===== src/rtl/second_order_jet_alu_top_assert.svh =====
// ---------------------------------------------------------------------------
// Assertion macros for the second-order jet ALU.
// They expect a clock named clk and an active-low reset named arst_n.
// ---------------------------------------------------------------------------
`ifndef SECOND_ORDER_JET_ALU_TOP_ASSERT_SVH
`define SECOND_ORDER_JET_ALU_TOP_ASSERT_SVH

// The consequent holds in the same cycle as the antecedent.
`define SOJ_ASSERT_IMP(lbl, ante, cons) \
	lbl: assert property (@(posedge clk) disable iff (!arst_n) (ante) |-> (cons)) \
		else $error("sojalu assertion failed");

// The consequent holds in the cycle after the antecedent.
`define SOJ_ASSERT_NXT(lbl, ante, cons) \
	lbl: assert property (@(posedge clk) disable iff (!arst_n) (ante) |=> (cons)) \
		else $error("sojalu assertion failed");

`endif


===== src/rtl/sojalu_pkg.sv =====
// ---------------------------------------------------------------------------
// sojalu_pkg
// Shared types, codes and helpers of the second-order jet ALU.
// ---------------------------------------------------------------------------
package sojalu_pkg;

	localparam int FRAC_BITS_DEF = 16;
	localparam int MAX_EXPONENT = 32;
	localparam int CNT_W = $clog2(MAX_EXPONENT + 1);
	localparam int QDEPTH = 2;

	localparam logic [2:0] OP_ADD = 3'd0;
	localparam logic [2:0] OP_SUB = 3'd1;
	localparam logic [2:0] OP_MUL = 3'd2;
	localparam logic [2:0] OP_DIV = 3'd3;
	localparam logic [2:0] OP_POW = 3'd4;

	typedef enum logic [2:0] {
		K_ADD = 3'd0,
		K_SUB = 3'd1,
		K_MUL = 3'd2,
		K_DIV = 3'd3,
		K_POW = 3'd4,
		K_NOP = 3'd5
	} kind_t;

	typedef enum logic [1:0] {
		ST_OK  = 2'd0,
		ST_SAT = 2'd1,
		ST_DZ  = 2'd2
	} status_t;

	typedef struct packed {
		logic signed [31:0] v;
		logic signed [31:0] f;
		logic signed [31:0] s;
	} jet_t;

	typedef struct packed {
		kind_t            kind;
		jet_t             x;
		jet_t             y;
		logic [CNT_W-1:0] cnt;
		logic             exp_neg;
		logic             y_zero;
	} entry_t;

	function automatic logic signed [31:0] jet_pick(input jet_t jt, input logic [1:0] i);
		case (i)
			2'd0: return jt.v;
			2'd1: return jt.f;
			default: return jt.s;
		endcase
	endfunction

	function automatic jet_t jet_put(input jet_t jt, input logic [1:0] i,
		input logic signed [31:0] val);
		jet_t r;
		r = jt;
		case (i)
			2'd0: r.v = val;
			2'd1: r.f = val;
			default: r.s = val;
		endcase
		return r;
	endfunction

endpackage


===== src/rtl/sojalu_front.sv =====
// ---------------------------------------------------------------------------
// sojalu_front
// Accepts requests, decodes the opcode and clamps the exponent magnitude.
// ---------------------------------------------------------------------------
module sojalu_front import sojalu_pkg::*; (
	input  logic               in_valid,
	output logic               in_stall,
	input  logic [2:0]         opcode,
	input  logic signed [31:0] x_value,
	input  logic signed [31:0] x_first,
	input  logic signed [31:0] x_second,
	input  logic signed [31:0] y_value,
	input  logic signed [31:0] y_first,
	input  logic signed [31:0] y_second,
	input  logic signed [6:0]  exponent,
	input  logic               full,
	output logic               push,
	output entry_t             push_data
);

	logic [6:0] emag;

	assign in_stall = full;
	assign push = in_valid && !full;

	always_comb begin
		emag = exponent[6] ? 7'(-exponent) : 7'(exponent);
		push_data.x = '{v: x_value, f: x_first, s: x_second};
		push_data.y = '{v: y_value, f: y_first, s: y_second};
		push_data.exp_neg = exponent[6];
		push_data.y_zero = (y_value == 32'sd0);
		push_data.cnt = (emag > 7'(MAX_EXPONENT)) ? CNT_W'(MAX_EXPONENT) : CNT_W'(emag);
		unique case (opcode)
			OP_ADD: push_data.kind = K_ADD;
			OP_SUB: push_data.kind = K_SUB;
			OP_MUL: push_data.kind = K_MUL;
			OP_DIV: push_data.kind = K_DIV;
			OP_POW: push_data.kind = K_POW;
			default: push_data.kind = K_NOP;
		endcase
	end

endmodule


===== src/rtl/sojalu_queue.sv =====
// ---------------------------------------------------------------------------
// sojalu_queue
// Short request queue between the front and the back.
// ---------------------------------------------------------------------------
module sojalu_queue import sojalu_pkg::*; (
	input  logic   clk,
	input  logic   arst_n,
	input  logic   push,
	input  entry_t push_data,
	output logic   full,
	input  logic   pop,
	output logic   not_empty,
	output entry_t pop_data
);

	localparam int PW = (QDEPTH > 1) ? $clog2(QDEPTH) : 1;
	localparam int CW = $clog2(QDEPTH + 1);

	entry_t          mem_q [QDEPTH];
	logic [PW-1:0]   wr_ptr_q;
	logic [PW-1:0]   rd_ptr_q;
	logic [CW-1:0]   count_q;

	assign full = (count_q == CW'(QDEPTH));
	assign not_empty = (count_q != '0);
	assign pop_data = mem_q[rd_ptr_q];

	always_ff @(posedge clk or negedge arst_n) begin
		if (!arst_n) begin
			wr_ptr_q <= '0;
			rd_ptr_q <= '0;
			count_q <= '0;
		end else begin
			if (push) begin
				wr_ptr_q <= (wr_ptr_q == PW'(QDEPTH - 1)) ? '0 : PW'(wr_ptr_q + 1'b1);
			end
			if (pop) begin
				rd_ptr_q <= (rd_ptr_q == PW'(QDEPTH - 1)) ? '0 : PW'(rd_ptr_q + 1'b1);
			end
			if (push && !pop) begin
				count_q <= CW'(count_q + 1'b1);
			end else if (pop && !push) begin
				count_q <= CW'(count_q - 1'b1);
			end
		end
	end

	always_ff @(posedge clk) begin
		if (push) begin
			mem_q[wr_ptr_q] <= push_data;
		end
	end

endmodule


===== src/rtl/sojalu_back.sv =====
// ---------------------------------------------------------------------------
// sojalu_back
// Sequencer that carries out one request with a shared multiplier and a
// bit-serial divider, and holds the result in an output register.
// ---------------------------------------------------------------------------
`include "second_order_jet_alu_top_assert.svh"

module sojalu_back import sojalu_pkg::*; #(
	parameter int FRAC_BITS = FRAC_BITS_DEF
) (
	input  logic               clk,
	input  logic               arst_n,
	input  logic               q_valid,
	input  entry_t             q_data,
	output logic               q_pop,
	output logic               out_valid,
	input  logic               out_stall,
	output logic signed [31:0] r_value,
	output logic signed [31:0] r_first,
	output logic signed [31:0] r_second,
	output logic [1:0]         status
);

	localparam int AW = 66 - FRAC_BITS;
	localparam int DW = AW + FRAC_BITS;
	localparam int DCW = $clog2(DW + 1);
	localparam logic signed [31:0] ONE = 32'sh1 << FRAC_BITS;
	localparam logic [63:0] RND = 64'd1 << (FRAC_BITS - 1);
	localparam logic signed [AW-1:0] SMAX = AW'(64'sd2147483647);
	localparam logic signed [AW-1:0] SMIN = AW'(-64'sd2147483648);

	typedef enum logic [9:0] {
		S_IDLE  = 10'b0000000001,
		S_ADD   = 10'b0000000010,
		S_MUL   = 10'b0000000100,
		S_ACC   = 10'b0000001000,
		S_DSET  = 10'b0000010000,
		S_DIV   = 10'b0000100000,
		S_DFIN  = 10'b0001000000,
		S_JEND  = 10'b0010000000,
		S_PTAIL = 10'b0100000000,
		S_OUT   = 10'b1000000000
	} state_t;

	state_t             state_q;
	kind_t              kind_q;
	logic [CNT_W-1:0]   cnt_q;
	logic               neg_q;
	logic               sat_q;
	logic               dz_q;
	logic               div_mode_q;
	logic               pow_div_q;
	logic [1:0]         k_q;
	logic [1:0]         j_q;
	logic [DCW-1:0]     dcnt_q;
	logic               out_valid_q;

	jet_t               a_q;
	jet_t               b_q;
	jet_t               p_q;
	logic signed [AW-1:0] acc_q;
	logic [63:0]        prod_q;
	logic               pneg_q;
	logic [DW-1:0]      dvd_q;
	logic [31:0]        rem_q;
	logic [32:0]        quo_q;
	logic               ovf_q;
	logic               dneg_q;
	logic [31:0]        ud_q;
	logic signed [31:0] r_value_q;
	logic signed [31:0] r_first_q;
	logic signed [31:0] r_second_q;
	logic [1:0]         status_q;

	jet_t               one_j;
	logic signed [31:0] op1;
	logic signed [31:0] op2;
	logic [31:0]        m1;
	logic [31:0]        m2;
	logic [63:0]        rnd;
	logic signed [AW-1:0] term;
	logic signed [AW-1:0] acc_n;
	logic [32:0]        acc_sat;
	logic [32:0]        add_v;
	logic [32:0]        add_f;
	logic [32:0]        add_s;
	logic               is_sub;
	logic [32:0]        dt;
	logic               dge;
	logic [31:0]        rem_n;
	logic               rup;
	logic [32:0]        resm;
	logic signed [31:0] dval;
	logic               dsat;
	logic [AW-1:0]      un;
	logic               out_free;

	function automatic logic [32:0] sat_fn(input logic signed [AW-1:0] v);
		if (v > SMAX) begin
			return {1'b1, 32'h7fffffff};
		end else if (v < SMIN) begin
			return {1'b1, 32'h80000000};
		end
		return {1'b0, v[31:0]};
	endfunction

	function automatic logic signed [AW-1:0] ext(input logic signed [31:0] x);
		return AW'(x);
	endfunction

	assign one_j = '{v: ONE, f: 32'sd0, s: 32'sd0};
	assign q_pop = (state_q == S_IDLE) && q_valid;
	assign out_free = !out_valid_q || !out_stall;
	assign out_valid = out_valid_q;
	assign r_value = r_value_q;
	assign r_first = r_first_q;
	assign r_second = r_second_q;
	assign status = status_q;

	always_comb begin
		op1 = div_mode_q ? jet_pick(p_q, j_q) : jet_pick(a_q, j_q);
		op2 = jet_pick(b_q, 2'(k_q - j_q));
		m1 = op1[31] ? 32'(-op1) : 32'(op1);
		m2 = op2[31] ? 32'(-op2) : 32'(op2);
		rnd = (prod_q + RND) >> FRAC_BITS;
		term = signed'(rnd[AW-1:0]);
		acc_n = (pneg_q ^ div_mode_q) ? acc_q - term : acc_q + term;
		acc_sat = sat_fn(acc_n);

		is_sub = (kind_q == K_SUB);
		add_v = sat_fn(is_sub ? ext(a_q.v) - ext(b_q.v) : ext(a_q.v) + ext(b_q.v));
		add_f = sat_fn(is_sub ? ext(a_q.f) - ext(b_q.f) : ext(a_q.f) + ext(b_q.f));
		add_s = sat_fn(is_sub ? ext(a_q.s) - ext(b_q.s) : ext(a_q.s) + ext(b_q.s));

		dt = {rem_q, dvd_q[DW-1]};
		dge = (dt >= {1'b0, ud_q});
		rem_n = dge ? 32'(dt - {1'b0, ud_q}) : dt[31:0];
		rup = ({rem_q, 1'b0} >= {1'b0, ud_q});
		resm = {1'b0, quo_q[31:0]} + 33'(rup);
		un = acc_q[AW-1] ? AW'(-acc_q) : AW'(acc_q);

		if (ovf_q || quo_q[32]) begin
			dsat = 1'b1;
			dval = dneg_q ? 32'sh80000000 : 32'sh7fffffff;
		end else if (!dneg_q) begin
			dsat = (resm > 33'h07fffffff);
			dval = dsat ? 32'sh7fffffff : signed'(resm[31:0]);
		end else begin
			dsat = (resm > 33'h080000000);
			dval = dsat ? 32'sh80000000 : signed'(32'(33'd0 - resm));
		end
	end

	always_ff @(posedge clk or negedge arst_n) begin
		if (!arst_n) begin
			state_q <= S_IDLE;
			kind_q <= K_NOP;
			cnt_q <= '0;
			neg_q <= 1'b0;
			sat_q <= 1'b0;
			dz_q <= 1'b0;
			div_mode_q <= 1'b0;
			pow_div_q <= 1'b0;
			k_q <= '0;
			j_q <= '0;
			dcnt_q <= '0;
			out_valid_q <= 1'b0;
		end else begin
			if (out_valid_q && !out_stall && state_q != S_OUT) begin
				out_valid_q <= 1'b0;
			end
			unique case (state_q)
				S_IDLE: begin
					if (q_valid) begin
						kind_q <= q_data.kind;
						cnt_q <= q_data.cnt;
						neg_q <= q_data.exp_neg;
						sat_q <= 1'b0;
						dz_q <= 1'b0;
						k_q <= '0;
						j_q <= '0;
						pow_div_q <= 1'b0;
						div_mode_q <= (q_data.kind == K_DIV);
						unique case (q_data.kind) inside
							K_ADD, K_SUB: state_q <= S_ADD;
							K_MUL: state_q <= S_MUL;
							K_DIV: begin
								if (q_data.y_zero) begin
									dz_q <= 1'b1;
									state_q <= S_OUT;
								end else begin
									state_q <= S_DSET;
								end
							end
							K_POW: state_q <= (q_data.cnt == '0) ? S_PTAIL : S_MUL;
							default: state_q <= S_OUT;
						endcase
					end
				end
				S_ADD: begin
					sat_q <= add_v[32] | add_f[32] | add_s[32];
					state_q <= S_OUT;
				end
				S_MUL: begin
					state_q <= S_ACC;
				end
				S_ACC: begin
					if (!div_mode_q) begin
						if (j_q == k_q) begin
							sat_q <= sat_q | acc_sat[32];
							j_q <= '0;
							if (k_q == 2'd2) begin
								state_q <= S_JEND;
							end else begin
								k_q <= 2'(k_q + 2'd1);
								state_q <= S_MUL;
							end
						end else begin
							j_q <= 2'(j_q + 2'd1);
							state_q <= S_MUL;
						end
					end else begin
						if (j_q == 2'(k_q - 2'd1)) begin
							state_q <= S_DSET;
						end else begin
							j_q <= 2'(j_q + 2'd1);
							state_q <= S_MUL;
						end
					end
				end
				S_DSET: begin
					dcnt_q <= DCW'(DW);
					state_q <= S_DIV;
				end
				S_DIV: begin
					dcnt_q <= DCW'(dcnt_q - 1'b1);
					if (dcnt_q == DCW'(1)) begin
						state_q <= S_DFIN;
					end
				end
				S_DFIN: begin
					sat_q <= sat_q | dsat;
					j_q <= '0;
					if (k_q == 2'd2) begin
						state_q <= S_JEND;
					end else begin
						k_q <= 2'(k_q + 2'd1);
						state_q <= S_MUL;
					end
				end
				S_JEND: begin
					k_q <= '0;
					j_q <= '0;
					if (kind_q == K_POW && !pow_div_q) begin
						cnt_q <= CNT_W'(cnt_q - 1'b1);
						state_q <= (cnt_q == CNT_W'(1)) ? S_PTAIL : S_MUL;
					end else begin
						state_q <= S_OUT;
					end
				end
				S_PTAIL: begin
					if (!neg_q) begin
						state_q <= S_OUT;
					end else if (a_q.v == 32'sd0) begin
						dz_q <= 1'b1;
						state_q <= S_OUT;
					end else begin
						div_mode_q <= 1'b1;
						pow_div_q <= 1'b1;
						k_q <= '0;
						j_q <= '0;
						state_q <= S_DSET;
					end
				end
				S_OUT: begin
					if (out_free) begin
						out_valid_q <= 1'b1;
						state_q <= S_IDLE;
					end
				end
				default: state_q <= S_IDLE;
			endcase
		end
	end

	always_ff @(posedge clk) begin
		unique case (state_q)
			S_IDLE: begin
				if (q_valid) begin
					a_q <= (q_data.kind == K_POW) ? one_j : q_data.x;
					b_q <= (q_data.kind == K_POW) ? q_data.x : q_data.y;
					p_q <= '0;
					acc_q <= (q_data.kind == K_DIV) ? ext(q_data.x.v) : '0;
				end
			end
			S_ADD: begin
				p_q <= '{v: signed'(add_v[31:0]), f: signed'(add_f[31:0]),
					s: signed'(add_s[31:0])};
			end
			S_MUL: begin
				prod_q <= 64'(m1) * 64'(m2);
				pneg_q <= op1[31] ^ op2[31];
			end
			S_ACC: begin
				if (!div_mode_q && j_q == k_q) begin
					p_q <= jet_put(p_q, k_q, signed'(acc_sat[31:0]));
					acc_q <= '0;
				end else begin
					acc_q <= acc_n;
				end
			end
			S_DSET: begin
				dvd_q <= {un, {FRAC_BITS{1'b0}}};
				ud_q <= b_q.v[31] ? 32'(-b_q.v) : 32'(b_q.v);
				dneg_q <= acc_q[AW-1] ^ b_q.v[31];
				rem_q <= '0;
				quo_q <= '0;
				ovf_q <= 1'b0;
			end
			S_DIV: begin
				rem_q <= rem_n;
				quo_q <= {quo_q[31:0], dge};
				ovf_q <= ovf_q | quo_q[32];
				dvd_q <= {dvd_q[DW-2:0], 1'b0};
			end
			S_DFIN: begin
				p_q <= jet_put(p_q, k_q, dval);
				acc_q <= ext(jet_pick(a_q, 2'(k_q + 2'd1)));
			end
			S_JEND: begin
				if (kind_q == K_POW && !pow_div_q) begin
					a_q <= p_q;
				end
				acc_q <= '0;
			end
			S_PTAIL: begin
				p_q <= a_q;
				b_q <= a_q;
				a_q <= one_j;
				acc_q <= ext(ONE);
			end
			S_OUT: begin
				if (out_free) begin
					r_value_q <= dz_q ? 32'sd0 : p_q.v;
					r_first_q <= dz_q ? 32'sd0 : p_q.f;
					r_second_q <= dz_q ? 32'sd0 : p_q.s;
					status_q <= dz_q ? ST_DZ : (sat_q ? ST_SAT : ST_OK);
				end
			end
			default: begin
			end
		endcase
	end

	`SOJ_ASSERT_IMP(a_dz_zero, out_valid_q && status_q == ST_DZ, ~|{r_value_q, r_first_q, r_second_q})
	`SOJ_ASSERT_IMP(a_k_range, state_q != S_IDLE, k_q != 2'd3)
	`SOJ_ASSERT_IMP(a_div_terms, state_q == S_MUL && div_mode_q, j_q < k_q)
	`SOJ_ASSERT_NXT(a_div_end, state_q == S_DIV && dcnt_q == DCW'(1), state_q == S_DFIN)

endmodule


===== src/rtl/second_order_jet_alu_top.sv =====
// Add and subtract pass through S_ADD; multiply sums the products for each output
// component in turn; divide forms three bit-serial quotients of a 66-bit dividend.
// Power multiplies by x once per unit of exponent, then takes the reciprocal if negative.
// One request is carried out at a time, so a new one starts right after the last;
// a stalled result holds the back sequencer in S_OUT until it is taken.
// Reset clears all control state asynchronously; no result is valid after reset.
// ---------------------------------------------------------------------------
// second_order_jet_alu_top
// Arithmetic on second-order truncated Taylor numbers in signed fixed point.
// ---------------------------------------------------------------------------
module second_order_jet_alu_top import sojalu_pkg::*; #(
	parameter int FRAC_BITS = FRAC_BITS_DEF
) (
	input  logic               clk,
	input  logic               arst_n,
	input  logic               in_valid,
	output logic               in_stall,
	input  logic [2:0]         opcode,
	input  logic signed [31:0] x_value,
	input  logic signed [31:0] x_first,
	input  logic signed [31:0] x_second,
	input  logic signed [31:0] y_value,
	input  logic signed [31:0] y_first,
	input  logic signed [31:0] y_second,
	input  logic signed [6:0]  exponent,
	output logic               out_valid,
	input  logic               out_stall,
	output logic signed [31:0] r_value,
	output logic signed [31:0] r_first,
	output logic signed [31:0] r_second,
	output logic [1:0]         status
);

	logic   push;
	logic   full;
	logic   pop;
	logic   not_empty;
	entry_t push_data;
	entry_t pop_data;

	sojalu_front u_front (
		.in_valid  (in_valid),
		.in_stall  (in_stall),
		.opcode    (opcode),
		.x_value   (x_value),
		.x_first   (x_first),
		.x_second  (x_second),
		.y_value   (y_value),
		.y_first   (y_first),
		.y_second  (y_second),
		.exponent  (exponent),
		.full      (full),
		.push      (push),
		.push_data (push_data)
	);

	sojalu_queue u_queue (
		.clk       (clk),
		.arst_n    (arst_n),
		.push      (push),
		.push_data (push_data),
		.full      (full),
		.pop       (pop),
		.not_empty (not_empty),
		.pop_data  (pop_data)
	);

	sojalu_back #(
		.FRAC_BITS (FRAC_BITS)
	) u_back (
		.clk       (clk),
		.arst_n    (arst_n),
		.q_valid   (not_empty),
		.q_data    (pop_data),
		.q_pop     (pop),
		.out_valid (out_valid),
		.out_stall (out_stall),
		.r_value   (r_value),
		.r_first   (r_first),
		.r_second  (r_second),
		.status    (status)
	);

endmodule

===== config.mk =====
export PLATFORM = sky130hd
export DESIGN_NAME = second_order_jet_alu_top
export DESIGN_NICKNAME = d
export VERILOG_FILES = /design/src/rtl/sojalu_pkg.sv /design/src/rtl/sojalu_front.sv /design/src/rtl/sojalu_queue.sv /design/src/rtl/sojalu_back.sv /design/src/rtl/second_order_jet_alu_top.sv
export VERILOG_INCLUDE_DIRS = /design/src /design/src/rtl
export SDC_FILE = /design/constraint.sdc
export NUM_CORES = 2
export LEC_CHECK = 0
export ABC_AREA = 0
export BUFFER_PORTS_ARGS = -buffer_cell sky130_fd_sc_hd__buf_2
export CELL_PAD_IN_SITES_DETAIL_PLACEMENT = 1
export CELL_PAD_IN_SITES_GLOBAL_PLACEMENT = 1
export CORE_ASPECT_RATIO = 2
export CORE_MARGIN = 3
export CORE_UTILIZATION = 40
export CTS_BUF_LIST = sky130_fd_sc_hd__clkbuf_4
export DETAILED_ROUTE_END_ITERATION = 8
export PLACE_DENSITY = 0.71
export SYNTH_ARGS = -nofsm -noshare
export SYNTH_HDL_FRONTEND = slang
export SYNTH_HIERARCHICAL = 1
export SYNTH_SLANG_ARGS = --single-unit

===== constraint.sdc =====
create_clock -name clk -period 14.72 [get_ports clk]
set_input_delay 2.208 -clock clk [delete_from_list [all_inputs] [get_ports clk]]
set_output_delay 2.208 -clock clk [all_outputs]
set_load 0.01 [all_outputs]

* Word level (Yosys, flattened, before mapping) *
Memories as Yosys holds them, arrays and structs flattened.
Cells that the tools add are included.
Widths: inputs -> output; s select.

cells by class
  equality and inequality tests = 48
  reduce and logical (&&, ||, !) cells = 54
  multipliers = 1
  multiplexer cells = 123
  add/subtract/negate cells = 27
  magnitude comparators = 13
  bitwise logic cells = 8

operator list
  operator                count
  $mux 96                 7
  $mux 32                 15
  $pmux 96 s5             1
  $mux 50                 8
  $mux 33                 12
  $pmux 32 s2             5
  $pmux 96 s3             1
  $pmux 50 s5             1
  $gt 50x32->1 const B    4
  $lt 50x32->1 const B    4
  $pmux 96 s2             1
  $pmux 66 s2             1
  $pmux 10 s10            1
  $add 32x32->33          3
  $sub 32x32->33          3
  $neg 32->32             3
  $mux 10                 9
  $ge 33x32->1            2
  $pmux 33 s2             1
  $add 64x16->64 const B  1
  $logic_not 32->1        2
  $mul 32x32->64          1
  $add 50x49->50          1
  $neg 50->50             1
  other kinds (70)        186

storage, ports and cells
  logic and storage cells = 313
  bits in registers = 706
  bits of input ports = 206
  output and inout bits = 100
  memory bits (writable) = 406
  memories kept = 1

memories
  name           words  bits a word  rd ports  clocked after memory_dff  write ports  RTL line            source
  u_queue.mem_q  2      203          1         0                         1            sojalu_queue.sv:19  entry_t mem_q [QDEPTH];

* Depth between registers and ports, before layout *
  word-level depth = 11
  gate-level depth with buffers = 50
  depth with buffers taken out = 44

* By module *
Netlist, hierarchy kept.

by module, submodules not included
  module        area each (µm²)  instances  sequential area each (µm²)  cells each
  sojalu_back   82296.4          1          19972.9                     9185
  sojalu_queue  15501.1          1          12291.8                     648
  sojalu_front  1789.2           1          0.0                         244

* Least setup slack after synthesis *
No wires, ideal clock.

  kind = input -> register
  start = input in_valid
  end = memory u_queue/mem_q[0][0] in the netlist's numbering, enable pin
  required time = 13.926 ns
  path slack = 2.550 ns
  arrival = 11.376 ns
  library setup time = 0.794 ns
  stages = 2
  buffers on the path = 0
  cell sequence = nor2b_1 > nor2b_1

between the ends
  longest elaborated chain between the ends = 3

ends and longest elaborated chain
  what                          RTL line                        source
  start, declared               second_order_jet_alu_top.sv:16  input logic in_valid,
  $logic_and 1x1->1             sojalu_front.sv:24              assign push = in_valid && !full;
  $mux 1                        sojalu_queue.sv:49              if (push) begin
  $mux 1 (implied by the code)  sojalu_queue.sv:50              mem_q[wr_ptr_q] <= push_data;
  end, declared                 sojalu_queue.sv:19

Every way passes these cells.

* Worst setup path in the final report *
  start = register u_back.k_q[0]
  end = register u_back.prod_q[57], data pin

between the ends
  longest elaborated chain between the ends = 6
  elaborated cells between the ends (all ways) = 7
  classes of those cells = add/sub (2); mul (1); eq/ne (1); mux (2); reduce/logical (1)

ends and longest elaborated chain
  what                                                  RTL line            source
  start, declared                                       sojalu_back.sv:53   logic [1:0] k_q;
  start signal, assigned                                sojalu_back.sv:215  k_q <= 2'(k_q + 2'd1);
  start signal, assigned                                sojalu_back.sv:247  k_q <= 2'(k_q + 2'd1);
  $sub 2x2->2 *                                         sojalu_back.sv:122  op2 = jet_pick(b_q, 2'(k_q - j_q));
  $eq 2x1->1 / $logic_not 2->1 (equally long branches)  sojalu_pkg.sv:49    case (i)
  $pmux 32 s2 *                                         sojalu_pkg.sv:49
  $neg 32->32                                           sojalu_back.sv:124  m2 = op2[31] ? 32'(-op2) : 32'(op2);
  $mux 32 *                                             sojalu_back.sv:124
  $mul 32x32->64 *                                      sojalu_back.sv:301  prod_q <= 64'(m1) * 64'(m2);
  end signal, assigned                                  sojalu_back.sv:301
  end, declared                                         sojalu_back.sv:62   logic [63:0] prod_q;

Mark *: on every way between the ends. The rest lies on a longest branch, timed or not.
A chain may end at the register's enable or synchronous reset.

==> results.yml <==
run_status:
  outcome: "finished, violations left"
  violations: "capacitance limit, slew limit"
setup_path:
  worst-r2r-cell-count: 38
  crit_start: "u_back/k_q[0]$_DFFE_PN0P_"
  critPathArrivalTime_ns: 14.39
  required_ns: 15.69
  crit_path_start_kind: "flop"
  cpMostUsedCell: "fa_1"
  r2r-start: "u_back/k_q[0]$_DFFE_PN0P_"
  end_kind: "flop"
  cp-endpoint: "u_back/prod_q[57]$_DFFE_PP_"
  reg2reg_setup_slack_ns: 1.30
  rr_endpoint: "u_back/prod_q[57]$_DFFE_PP_"
  crit_fanout: 31
  crit_path_top_delay_cell: "o21ai_0"
  slowest_delay_ns: 0.89
  path_class: "reg -> reg"
synth:
  ys_warn_count: 6
  synthTopCellsByCount: "inv_1, nand2_1, edfxtp_1"
  synth_edf_count: 1041
  yosysMostFrequentCell: "inv_1"
  netlist.area_leader.share: 0.314
  avgSynthCellArea_sq_um: 9.88
  synth_area_leaders: "edfxtp_1, fa_1, ha_1"
  ys.flop_type: "edfxtp_1"
  syn-instance-count: 10100
  syn_nets: 11600
  synth.largest_area_cell: "edfxtp_1"
  ys_seq_area_frac: 0.324
  ys_ff_latch: 1081
  synth_area_sq_um: 99600
  ys_types: 109
  synth-async-reset-ratio: 0.0370
cells_and_area:
  seq_area_sq_um: 32300
  drive_gt1_frac: 0.140
  final_cells: 13800
  fillCellCount: 28000
  area_delta_synth_final_pct: 9.18
  final_nets: 11900
  multiInputGateArea_sq_um: 60500
clock_network:
  htreeDepth: 5
  cts_tree: "yes"
  cts.sinks: 1081
  path_clk_slew_ns: 0.11
  post_cts_resized: 0
  ctsHoldBuffers: 0
  clockBufferDepth: 4
  cts_made_buffers: 271
  cts-root-buf: "clkbuf_4"
  cts_setup_buffers: 0
  clk_latency_ns: 1.37
floorplan:
  core.rowCount: 258
  coreArea_sq_um: 247000
  die_h_microns: 712
  ios: 306
  die-width_microns: 359
  dieArea_sq_um: 255000
  initial_core_util: 0.403
drt:
  ant_nets: 0
  viasPerCell: 6.04
  drt-initial-drc-count: 6387
  drtPass1Iterations: 5
  wirelength_microns: 517000
  drc: 0
  dr_total_vias: 83300
  wl_per_cell_microns: 37.5
grt:
  grt_pass1_vias: 91100
  grt.met1_usage: 0.361
  grt_pass1_wl_microns: 706000
  track_usage: 0.397
  use_met2: 0.689
  busiest_layer: "met2"
  grt_max_degree: 103
  met3_usage: 0.0848
  grt-ovfl-total: 0
  antenna_found_initial: 72
timing:
  max_freq_mhz: 74.5
  fin_setup_tns_ns: 0
  slew_viol_final: 1
  period_minus_slack_ns: 13.42
  fin_crit_sh: 0.912
  tightestPinTransition_ns: 1.50
  setup-violations-final: 0
  rsz0062_at_grt: "no"
  skew_ns: 0.177
  slew-limit-headroom: -0.00914
  setup_ws_ns: 1.30
  finalHoldViolCount: 0
placed_design:
  post-place-ws_ns: 1.57
  hpwl_microns: 414000
  routabilityCongestion: 1.11
  dp.cells: 13300
  portBuffers: 305
worst_hold_path:
  hp-start: "u_back/dvd_q[41]$_DFFE_PP_"
  hold_class: "reg -> reg"
  holdPathStages: 2
flow_run:
  drv_cap: 2
[state kept, by name, summed over array words and instances, names as in the netlist, 7 cells and up]
| register | cells |
|---|---|
| u_back/acc_q | 50 |
| u_back/r_value | 32 |
| u_queue/mem_q | 406 |
| u_back/dcnt_q | 7 |
| u_back/state_q | 10 |
| u_back/a_q | 96 |
| u_back/ud_q | 32 |
| u_back/prod_q | 49 |
| u_back/quo_q | 33 |
| u_back/rem_q | 32 |
| u_back/r_first | 32 |
| u_back/dvd_q | 50 |
| u_back/b_q | 96 |
| u_back/r_second | 32 |
| u_back/p_q | 96 |
[cell families (layout without fill, tap and decap cells)]
family                   Yosys count  count (layout)  share of synthesized area
flip-flops                      1081            1081                      0.324
buffers and inverters           1805            2208                     0.0776
other                              0              69                          0
adder cells (fa/ha/maj)         1367            1367                      0.240
AND/OR/NAND/NOR                 2968            2968                      0.137
XOR/XNOR                         648             648                     0.0573
multiplexers                     367             367                     0.0456
AO/OA/AOI/OAI                   1841            1841                      0.119
[how the worst min path moves through the flow]
stage                                           to  slack, ns
global route        u_queue/count_q[1]$_DFFE_PN0P_       0.53
CTS                   u_back/dcnt_q[4]$_DFFE_PN0P_       0.50
floorplan             u_back/dcnt_q[6]$_DFFE_PN0P_       0.45
detailed placement  u_queue/count_q[1]$_DFFE_PN0P_       0.49
finish                  u_back/dvd_q[42]$_DFFE_PP_       0.49
global placement      u_back/dcnt_q[6]$_DFFE_PN0P_       0.47
[metrics by stage]
stage	area, sq um	util	hold WS (ns)
6_report	109000	0.440	0.493
5_1_grt	109000	0.439	0.526
4_1_cts	109000	0.439	0.503
3_5_place_dp	105000	0.425	0.494
3_3_place_gp	105000	0.425	0.466
2_1_floorplan	99600	-	0.446
[placed cells by master (no fill, tap or decap), types with 58 or more instances in the layout]
cell / count
nor2_1: 883
o21ai_0: 492
nor4_1: 58
and2_1: 89
a21o_1: 125
a22oi_1: 92
mux2_4: 160
nand3_1: 132
fa_1: 900
xnor2_1: 315
a21oi_1: 405
nand4_1: 84
xor2_1: 273
ha_1: 459
nand2_1: 1095
nor2b_1: 154
inv_1: 1128
clkbuf_4: 377
mux2i_1: 152
edfxtp_1: 1041
a22o_1: 119
buf_4: 310
nor3_1: 116
buf_2: 305
diode_2: 69
[cell type report]
cell class	instances	share of cell area
Antenna cell	69	0.00159
Clock buffer	377	0.0260
Clock inverter	81	0.00617
Inverter	1129	0.0390
Multi-Input combinational cell	7191	0.556
Sequential cell	1081	0.297
Tap cell	3250	0.0374
Timing Repair Buffer	621	0.0365
[layer usage]
layer  up-vias  routed length, microns
li1      34700                       -
met1     42800                  156000
met2      3852                  258000
met3      1988                   30600
met4        32                   71400
met5         -                     232
[worst max-delay path: cells and delay by family (launching register included)]
kind,cells,cell delay (ns)
AO/OA/AOI/OAI,8,3.17
adder cells (fa/ha/maj),10,4.84
flip-flops,1,0.41
AND/OR/NAND/NOR,9,2.61
buffers and inverters,8,1.03
XOR/XNOR,3,1.02
Power is left out: the tool's default activity adds up to more than one toggle a clock period on the data nets, which glitch-free logic cannot reach.
